[src/hdl/cbsw_pkg.sv]
// Shared constants, types and the side-sensor update for the warning block.
// No dependencies.
package cbsw_pkg;

  localparam int SQRT_ITERATIONS = 10;
  localparam int ITER_W          = $clog2(SQRT_ITERATIONS);

  localparam int DIVIDEND_W = 49;
  localparam int DIVISOR_W  = 32;
  localparam int DIV_CNT_W  = $clog2(DIVIDEND_W + 1);

  localparam int CFG_IDX_W  = 3;
  localparam int CFG_DATA_W = 31;

  localparam logic [CFG_IDX_W-1:0] CFG_FCW_HIGH_DIST   = 3'd0;
  localparam logic [CFG_IDX_W-1:0] CFG_FCW_MEDIUM_DIST = 3'd1;
  localparam logic [CFG_IDX_W-1:0] CFG_TTC_HIGH        = 3'd2;
  localparam logic [CFG_IDX_W-1:0] CFG_TTC_MEDIUM      = 3'd3;
  localparam logic [CFG_IDX_W-1:0] CFG_BSD_RANGE       = 3'd4;
  localparam logic [CFG_IDX_W-1:0] CFG_BSD_DELTA       = 3'd5;
  localparam logic [CFG_IDX_W-1:0] CFG_BSD_TIMEOUT     = 3'd6;

  localparam logic [1:0] FCW_NONE   = 2'd0;
  localparam logic [1:0] FCW_MEDIUM = 2'd1;
  localparam logic [1:0] FCW_HIGH   = 2'd2;

  localparam logic [15:0] DIST_NONE = 16'hFFFF;

  // Q15.16 constants
  localparam logic signed [31:0] Q_MIN_CLOSING = 32'sd3277;
  localparam logic signed [31:0] Q_MIN_ACCEL   = 32'sd655;
  localparam logic [31:0]        Q_TTC_INVALID = 32'd65470464;  // 999.0
  localparam logic [17:0]        Q_DEADBAND    = 18'd9830;
  localparam logic [17:0]        Q_SPEED_LIMIT = 18'd183501;
  localparam logic [31:0]        Q_RESPONSE    = 32'd13107;
  localparam logic [31:0]        Q_SAFETY      = 32'd13107;
  localparam logic [31:0]        Q_WARN_MARGIN = 32'd26214;
  localparam logic [31:0]        Q_MAX         = 32'h7FFF_FFFF;
  localparam logic [31:0]        Q_ONE         = 32'd65536;
  // ceil(2^38 / 100): exact floor(n / 100) for any n below 2^32 after >> 38
  localparam logic [31:0]        RECIP_CM_PER_M = 32'd2748779070;

  typedef struct packed {
    logic                  start;
    logic [DIVIDEND_W-1:0] dividend;
    logic [DIVISOR_W-1:0]  divisor;
  } div_req_t;

  typedef struct packed {
    logic                  done;
    logic [DIVIDEND_W-1:0] quotient;
  } div_rsp_t;

  typedef struct packed {
    logic [15:0] last;
    logic [15:0] count;
    logic        warn;
  } side_t;

  function automatic side_t side_update(input logic [15:0] d, input logic [15:0] last,
                                        input logic [15:0] count, input logic [15:0] range,
                                        input logic [15:0] delta, input logic [15:0] timeout);
    side_t       r;
    logic [15:0] diff;
    diff = (d >= last) ? (d - last) : (last - d);
    r.last  = last;
    r.count = count;
    r.warn  = 1'b0;
    if (d == 16'd0 || d == DIST_NONE || d > range) begin
      r.last  = DIST_NONE;
      r.count = 16'd0;
    end else if (last == DIST_NONE || diff > delta) begin
      r.last  = d;
      r.count = 16'd0;
      r.warn  = 1'b1;
    end else if (count < timeout) begin
      r.count = count + 16'd1;
      r.warn  = 1'b1;
    end
    return r;
  endfunction

endpackage

[src/hdl/cbsw_div.sv]
// Shared restoring divider, one quotient bit per cycle.
// Depends on cbsw_pkg.
module cbsw_div (
  input  logic               clk,
  input  logic               rst,
  input  cbsw_pkg::div_req_t req,
  output cbsw_pkg::div_rsp_t rsp
);

  logic [cbsw_pkg::DIVISOR_W-1:0]  rem;
  logic [cbsw_pkg::DIVIDEND_W-1:0] quo;
  logic [cbsw_pkg::DIVISOR_W-1:0]  dvs;
  logic [cbsw_pkg::DIV_CNT_W-1:0]  cnt;
  logic                            done;
  logic [cbsw_pkg::DIVISOR_W:0]    trial;
  logic [cbsw_pkg::DIVISOR_W:0]    diff;

  assign trial = {rem, quo[cbsw_pkg::DIVIDEND_W-1]};
  assign diff  = trial - {1'b0, dvs};

  always_ff @(posedge clk) begin
    if (rst) begin
      cnt  <= '0;
      done <= 1'b0;
    end else begin
      done <= 1'b0;
      if (req.start) begin
        rem <= '0;
        quo <= req.dividend;
        dvs <= req.divisor;
        cnt <= cbsw_pkg::DIV_CNT_W'(cbsw_pkg::DIVIDEND_W);
      end else if (cnt != '0) begin
        // restore when the trial subtraction borrows
        if (diff[cbsw_pkg::DIVISOR_W]) begin
          rem <= trial[cbsw_pkg::DIVISOR_W-1:0];
          quo <= {quo[cbsw_pkg::DIVIDEND_W-2:0], 1'b0};
        end else begin
          rem <= diff[cbsw_pkg::DIVISOR_W-1:0];
          quo <= {quo[cbsw_pkg::DIVIDEND_W-2:0], 1'b1};
        end
        cnt <= cnt - 1'b1;
        if (cnt == cbsw_pkg::DIV_CNT_W'(1)) begin
          done <= 1'b1;
        end
      end
    end
  end

  assign rsp.done     = done;
  assign rsp.quotient = quo;

endmodule

[config.mk]
export PLATFORM = sky130hd
export DESIGN_NAME = cbsw_div
export DESIGN_NICKNAME = d
export VERILOG_FILES = /design/src/hdl/cbsw_pkg.sv /design/src/hdl/cbsw_div.sv
export SDC_FILE = /design/constraint.sdc
export NUM_CORES = 1
export LEC_CHECK = 0
export BUFFER_PORTS_ARGS = -buffer_cell sky130_fd_sc_hd__buf_2
export CORE_ASPECT_RATIO = 0.6
export CORE_MARGIN = 8
export CORE_UTILIZATION = 60
export DETAILED_ROUTE_END_ITERATION = 8
export GPL_TIMING_DRIVEN = 0
export HOLD_SLACK_MARGIN = 0.03
export PLACE_DENSITY = 0.94
export SYNTH_ARGS = -nofsm -noshare
export SYNTH_HDL_FRONTEND = slang
export SYNTH_SLANG_ARGS = --single-unit
export TNS_END_PERCENT = 10
[constraint.sdc]
create_clock -name clk -period 10.4 [get_ports clk]
set_input_delay 1.56 -clock clk [delete_from_list [all_inputs] [get_ports clk]]
set_output_delay 1.56 -clock clk [all_outputs]
set_load 0.01 [all_outputs]
# Word-level counts from Yosys, hierarchy flattened
# Index checks and enable logic that the tools add are counted.
# W data, S select, Z words.
dict set report op_classes {
  add_sub_neg 2
  eq_ne 1
  n_mux 8
  bitwise_logic 2
  n_reduce_logical 6
}
# cell n
set op_table {}
lappend op_table {{$mux W49} 2}
lappend op_table {{$mux W32} 2}
lappend op_table {{$sub A33 B32 Y33} 1}
lappend op_table {{$mux W6} 2}
lappend op_table {{$eq A6 B1 Y1 const B} 1}
lappend op_table {{$reduce_bool A6 Y1} 1}
lappend op_table {{$sub A6 B1 Y6 const B} 1}
lappend op_table {{$reduce_and A2 Y1} 2}
lappend op_table {{$reduce_or A3 Y1} 1}
lappend op_table {{$mux W1} 2}
lappend op_table {{$not A1 Y1} 2}
lappend op_table {{$reduce_bool A2 Y1} 1}
lappend op_table {{$reduce_or A2 Y1} 1}
dict set report totals {
  regBits 120
  input_bits 84
  out_inout_bits 50
  elab_cells 25
}

# Logic depth before layout (Yosys ltp)
# Gate-level depths: netlist of run 1.
dict set report depth {
  ltp_word 4
  depth_mapped 13
  ltp_nobuf 12
}

# Least setup slack after synthesis of run 1
# OpenSTA, ideal clock, no wires.
dict set report synth_timing {
  path_type {in2reg}
  start {input req[81] in the netlist's numbering}
  end {register quo[0] in the netlist's numbering (enable)}
  setup_time_ps 521
  arrival_ps 5645
  required_time_ps 9879
  slack_ps 4234
  cell_stages 4
  n_path_buf 2
  path_cell_list {clkbuf_1 -> clkbuf_1 -> nor2_1 -> nor2_1}
}
dict set report synth_between {
  elab_chain_len 2
}
# item line
set synth_lines {}
lappend synth_lines {{from (decl)} cbsw_div.sv:6} ;# input cbsw_pkg::div_req_t req,
lappend synth_lines {{$reduce_bool A2 Y1 (no source line)} -}
lappend synth_lines {{$reduce_and A2 Y1 (no source line)} -}
lappend synth_lines {{to (signal assigned)} cbsw_div.sv:29} ;# quo <= req.dividend;
lappend synth_lines {{to (signal assigned)} cbsw_div.sv:36} ;# quo <= {quo[cbsw_pkg::DIVIDEND_W-2:0], 1'b0};
lappend synth_lines {{to (signal assigned)} cbsw_div.sv:39} ;# quo <= {quo[cbsw_pkg::DIVIDEND_W-2:0], 1'b1};
lappend synth_lines {{to (decl)} cbsw_div.sv:11} ;# logic [cbsw_pkg::DIVIDEND_W-1:0] quo;
# Every way passes these cells.
# A chain may end at the register's enable or synchronous reset.

# Worst setup path after layout of run 1
dict set report layout_timing {
  start {register quo[48] in the netlist's numbering}
  end {register rem[28] in the netlist's numbering (data pin)}
}
dict set report layout_between {
  elab_chain_len 3
}
# item line
set layout_lines {}
lappend layout_lines {{$sub A33 B32 Y33} cbsw_div.sv:19} ;# assign diff = trial - {1'b0, dvs};
lappend layout_lines {{$mux W32} cbsw_div.sv:34} ;# if (diff[cbsw_pkg::DIVISOR_W]) begin
lappend layout_lines {{$mux W32} cbsw_div.sv:32} ;# end else if (cnt != '0) begin
lappend layout_lines {{to (signal assigned)} cbsw_div.sv:35} ;# rem <= trial[cbsw_pkg::DIVISOR_W-1:0];
lappend layout_lines {{to (signal assigned)} cbsw_div.sv:38} ;# rem <= diff[cbsw_pkg::DIVISOR_W-1:0];
lappend layout_lines {{to (decl)} cbsw_div.sv:10} ;# logic [cbsw_pkg::DIVISOR_W-1:0] rem;
# Every way passes these cells. The select of a mux whose other input is x is not followed.

==> results of run 1 <==
## registers in the layout, indices dropped and copies added, names as in the netlist
name and count:
quo 49, dvs 32, rem 32, cnt 6
done 1
## layout make-up
| cell class | count | area [um2] | share of cell area |
|---|---|---|---|
| flip-flops and latches | 120 | 3530 | 0.430 |
| multi-input cells | 392 | 2960 | 0.360 |
| repair buffers | 134 | 701 | 0.0852 |
| clock buffers | 17 | 425 | 0.0517 |
| well taps | 144 | 180 | 0.0219 |
| clock inverters | 15 | 156 | 0.0190 |
| inverters | 41 | 154 | 0.0187 |
| plain buffers | 23 | 116 | 0.0141 |
## power by group through the flow
stage	Combinational, mW	Sequential [mW]	Clock, mW
CTS	0.654	0.657	0.585
floorplan	0.482	0.666	0
global placement	0.605	0.665	0
detailed placement	0.644	0.664	0
finish	0.668	0.658	0.583
global route	0.720	0.665	0.605
## logic make-up (layout without fill, tap and decap cells)
family | after synthesis | count (layout) | share of synthesized area
buffers and inverters | 64 | 230 | 0.0400
adders and majority gates | 35 | 35 | 0.0660
DFF | 120 | 120 | 0.524
AOI/OAI and AO/OA | 112 | 112 | 0.118
xor gates and xnor gates | 30 | 30 | 0.0417
muxes | 71 | 71 | 0.114
and+or+nand+nor | 144 | 144 | 0.0960
## metal layers
metal  up-vias  part of all wire  global-route usage  wire length (um)
li1       2427                 -                   -                 -
met1      2523              0.41               0.275              7120
met2       300              0.48               0.382              8230
met3        37             0.091              0.0754              1560
met4         0             0.018              0.0741               314
met5         -                 0                   0                 0
## placed cells by master, fill, tap and decap left out, types with 3 or more instances in the layout
cell type    n
buf_2      132
edfxtp_1   113
nor2_1      55
mux2_2      48
nand2_1     43
inv_1       41
ha_1        34
a21oi_1     28
xnor2_1     23
mux2i_1     22
clkbuf_1    18
clkbuf_16   17
a21o_1      16
o21ai_0     10
nand3_1     10
a211oi_1     7
dfxtp_1      7
o21a_1       6
a31oi_1      6
and2_1       6
xor2_1       6
inv_6        6
o21ai_1      5
nor3_1       5
and3_1       4
nand2b_1     4
nor2b_1      4
inv_8        4
a211o_1      3
a41oi_1      3
buf_6        3
nor4_1       3
o31ai_1      3
o22ai_1      3
a211oi_2     3
## stage by stage
stage | worst slack [ns] | std cells | power [mW] | area, um2 | util
3_5_place_dp | 6.49 | 854 | 1.31 | 7640 | 0.686
4_1_cts | 6.92 | 886 | 1.90 | 8230 | 0.738
2_1_floorplan | 4.23 | 576 | 1.15 | 6750 | -
5_1_grt | 6.72 | 886 | 1.99 | 8230 | 0.738
3_3_place_gp | 2.52 | 852 | 1.27 | 7590 | 0.681
6_report | 6.90 | 886 | 1.91 | 8230 | 0.738
## final timing paths
path	endpoint	slack [ns]	cells past startpoint
worst max-delay path	rem[28]	6.90	13
worst min-delay path	cnt[4]	0.54	2
worst max register to register	rem[28]	6.90	13
worst min register to register	cnt[4]	0.54	2
## tightest hold or removal path: cells and delay by family (launching register included)
kind             cells  cell delay (ns)
AO/OA/AOI/OAI        1             0.07
flip-flops           1             0.33
AND/OR/NAND/NOR      1             0.08
==> run summary, run 1 <==
H-Tree Depth: 4
Total number of vias: 5287
Initial DRC Count: 419
Clk sinks: 120
CTS Buf Count: 17
Kind of critical path: register to register
Die Y: 98.2 um
Hold_sp: cnt[4]
Drt pass-1 iters: 8
Nets: 848
Wirelength per Cell: 19.4 um
Max-cap violations: 0
LEAKAGE: 3.53 nW
Die area: 15000 um2
CP delay by family, top: compound AO/OA/AOI/OAI gates
Worst Setup SP: quo[48]
FFs w/ async S/R, synth: 0
Hold Buf Count CTS: 0
PD cells: 232 nW/um2
Synth top cells by count: 113 x edfxtp_1, 57 x nor2_1, 48 x mux2_2
Syn Area/Cell: 11.7 um2
Switching share of power: 0.350
Synth area leader: edfxtp_1
Post-Synthesis Cells: 576
Yosys cell types: 57
Vias in the first global route: 5495
Register share of total power: 0.345
Share of layout cells above drive strength 1: 0.310
Vias/cell: 5.97
Final WL: 17.2 mm
HP Class: register to register
Startpoint types: register
Setup TNS: 0 ns
Cell Chain, Critical Path: inv_1 > ha_1 > fa_1 > nor2b_4 > o2111ai_2 > a31oi_1 > nor3_1 > o21ai_2 > a41oi_2 > xnor2_4 > buf_6 > mux2i_1 > nor2_1
# diodes: 0
Fmax: 0.286 GHz
Die width: 153 um
DRC violations left: 0
Share of the synthesized area in the top cell type: 0.503
CTS tree: yes
Combinational Power Share: 0.350
WP data required: 10.54 ns
Reg2reg start: quo[48]
Top FF cell, synth: edfxtp_1
CTS max path bufs: 2
Synthesis-to-finish area growth: 21.9%
DP HPWL: 12.3 mm
Core region area: 11100 um2
Root Driver: clkbuf_16
Clock share of power: 0.305
Critical Path End Type: register
Worst-Skew Late Latency: 0.42 ns
Slew Limit Fails: 0
CTS clk-pin slew, worst paths: 0.06 ns
Mapped Area: 6750 um2
Worst slew pin tran: 0.991 ns
Total GRT Usage: 0.228
Synth Register Bits: 120
Final min period: 3.50 ns
Congestion Overflow GR: 0
Final setup fails: 0
Post-CTS Setup Inserts: 0
Starting density of the core: 0.605
Final worst path period share: 0.337
Post-CTS Resized: 0
Final Hold Fails: 0
Sequential-to-total area share from yosys stat: 0.524
NetSw: 0.668 mW
I/O Buffers: 132
Worst vdd ir: 0.137 mV
Top Ports: 134
Initial antenna violation count: 0
Critical path peak fanout: 10
Slowest-stage cell, CP: fa_1
Relative slew slack: 0.338
Largest stage delay, worst path: 0.45 ns
Hold_ws: 0.540 ns
Worst Path Arrival: 3.64 ns
Routed Antenna Nets: 0
Fillers: 714
Status: finished clean
Synth area leaders: edfxtp_1 50%, mux2_2 8.0%, ha_1 6.3%, mux2i_1 3.3%, nor2_1 3.2%
Syn nets: 695
Clock skew: 0.00805 ns
Largest net degree at the start of global routing: 33
Top-count cell post-synth: edfxtp_1
FP Rows: 30
RSZ-0062 raised after global routing: no
Number of synthesized flops with an enable pin: 113
RD Place Congestion: 0.919
Number of synthesis warnings: 0
Internal power: 1.24 mW
First-pass GRT wire length: 27.3 mm
CP Buf/Inv Count: 2
(Power assumes the default switching activity.)
==> inputs of run 2 (changes only) <==
- CORE_UTILIZATION: 60 -> 50
- PLACE_DENSITY: 0.94 -> 0.84
- clock period: 10.4 -> 2.9 ns (I/O delays scaled with it)
==> run summary, run 2 (synthesized netlist as in run 1, its figures left out) <==
Critical path peak fanout: 10 (unchanged)
Share of layout cells above drive strength 1: 0.363 (+0.0531)
I/O Buffers: 132 (unchanged)
Worst vdd ir: 0.393 mV (+190%)
Hold_ws: 0.185 ns (-0.355 ns)
Violated checks: negative setup slack
CTS clk-pin slew, worst paths: 0.06 ns (about the same)
Die Y: 106 um (+8.0%)
Status: finished with violations
Routed wl met2: 8.54 mm (+3.7%)
Final setup fails: 33 (+33)
Kind of critical path: register to register
Final min period: 3.22 ns (-0.281 ns)
Worst slew pin tran: 0.995 ns (+0.00411 ns)
H-Tree Depth: 4 (unchanged)
WP data required: 3.04 ns (-7.50 ns)
Total GRT Usage: 0.197 (-0.0307)
Initial DRC Count: 440 (+5.0%)
Worst Path Arrival: 3.36 ns (-0.28 ns)
Total number of vias: 5271 (-0.30%)
Wirelength per Cell: 18.7 um (-4.0%)
PD cells: 841 nW/um2 (+260%)
Register-to-Register Path Depth: 13 (unchanged)
Final worst path period share: 1.11 (+0.773)
First-pass GRT wire length: 28.1 mm (+2.7%)
Max FFs per register: 49 (unchanged)
Final WL: 17.5 mm (+1.8%)
WL met3: 977 um (-37%)
Worst Hold Depth: 1 (-1)
Relative slew slack: 0.335 (-0.00274)
Worst-Skew Late Latency: 0.43 ns (about the same)
Fin cells: 939 (+6.0%)
Fin area: 8690 um2 (+5.6%)
HP Class: input port to register
Die width: 166 um (+8.5%)
Top Ports: 134 (unchanged)
Max-cap violations: 0 (unchanged)
Clk sinks: 120 (unchanged)
M1 WL: 7.70 mm (+8.1%)
Post-route setup slack: -0.319 ns (-7.22 ns)
Nets: 869 (+2.5%)
Die area: 17600 um2 (+17%)
DRC violations left: 0 (unchanged)
Core region area: 13400 um2 (+20%)
Congestion Overflow GR: 0 (unchanged)
Fmax: 0.311 GHz (+8.7%)
CTS max path bufs: 2 (unchanged)
LEAKAGE: 3.71 nW (+4.9%)
Synthesis-to-finish area growth: 28.7%
DP HPWL: 12.3 mm (+0.52%)
CTS Buf Count: 17 (unchanged)
Tot Pwr: 7.30 mW (+280%)
Vias/cell: 5.61 (-5.9%)
Clock skew: 0.0145 ns (+0.00646 ns)
Starting density of the core: 0.503 (-0.102)
CTS tree: yes
Top reg by flops: quo
FP Rows: 33 (+10%)
Uppermost layer routed: met4
RSZ-0062 raised after global routing: yes
Slew Limit Fails: 0 (unchanged)
Most common cell after layout, fill and taps aside: buf_2
Critical Path End Type: register
Placed cell area: 7720 um2 (+0.97%)
Top flop regs: quo x49, dvs x32, rem x32
Final Hold Fails: 0 (unchanged)
Initial antenna violation count: 1 (+1)
RD Place Congestion: 0.893 (-2.9%)
Root Driver: clkbuf_16
Fillers: 974 (+36%)
Setup TNS: -7.11 ns (-7.11 ns)
Routed Antenna Nets: 0 (unchanged)
Drt pass-1 iters: 5 (-3)
Largest net degree at the start of global routing: 33 (unchanged)
Placed insts: 886 (+3.7%)
Vias in the first global route: 5493 (-0.036%)
Commonest cells after routing, fill and taps aside: 132 x buf_2, 113 x edfxtp_1, 52 x nor2_1
Startpoint types: register
## run 2: cell types whose count changed in the layout (fill, tap and decap cells not counted), moves of 3 or more
cell,before,now
inv_8,4,8
ha_1,34,29
inv_6,6,3
buf_4,2,20
nor2_1,55,52
nor2_2,0,3
ha_4,0,3
## run 2: critical path: stages, from the launching register on
cell and delay (ns):
edfxtp_1 0.44, ha_2 0.22, fa_2 0.37, nor2b_4 0.16
o2111ai_4 0.15, a31oi_4 0.21, nor3_2 0.07, o21ai_2 0.18
a41oi_2 0.22, xnor2_4 0.31, buf_6 0.15, buf_12 0.13
mux2i_1 0.24, nor2_1 0.07
## run 2: final timing paths
check           from  endpoint  slack, ns
max           dvs[0]    rem[5]      -0.32
min          req[28]   dvs[28]       0.18
max reg2reg   dvs[0]    rem[5]      -0.32
min reg2reg   cnt[4]    cnt[4]       0.50
## run 2: final cells by class
class | instances | area [um2] | share of cell area
clock inverters | 15 | 171 | 0.0197
clock buffers | 17 | 425 | 0.0490
multi-input cells | 392 | 3110 | 0.358
repair buffers | 157 | 937 | 0.108
diodes | 1 | 2.50 | 0.000288
plain buffers | 21 | 130 | 0.0150
inverters | 41 | 154 | 0.0177
well taps | 175 | 219 | 0.0252
flip-flops and latches | 120 | 3530 | 0.407
## run 2: power by group
group          total, mW  switching [mW]  internal (mW)
Sequential          2.36           0.141           2.22
Combinational       2.78            1.46           1.32
Clock               2.16           0.928           1.23
## run 2: repair_timing
| item | CTS | global route |
|---|---|---|
| setup endpoints to repair | 33 | 33 |
| gates cloned | 1 | 0 |
| resized for setup | 24 | 11 |
| setup buffers | 19 | 2 |
| hold buffers | 0 | 0 |
| pin swaps | 8 | 4 |
## run 2: metal layers
metal	vias to the layer above	global-route usage
met5	-	0
met4	0	0.0665
met3	34	0.0477
met2	196	0.332
met1	2566	0.248
li1	2475	-
## run 2: metrics by stage
stage | setup WS, ns | util
after floorplan | -0.0479 | -
after global placement | -0.777 | 0.569
after detailed placement | -0.482 | 0.575
after CTS | -0.219 | 0.640
after global routing | -0.410 | 0.647
final | -0.319 | 0.647
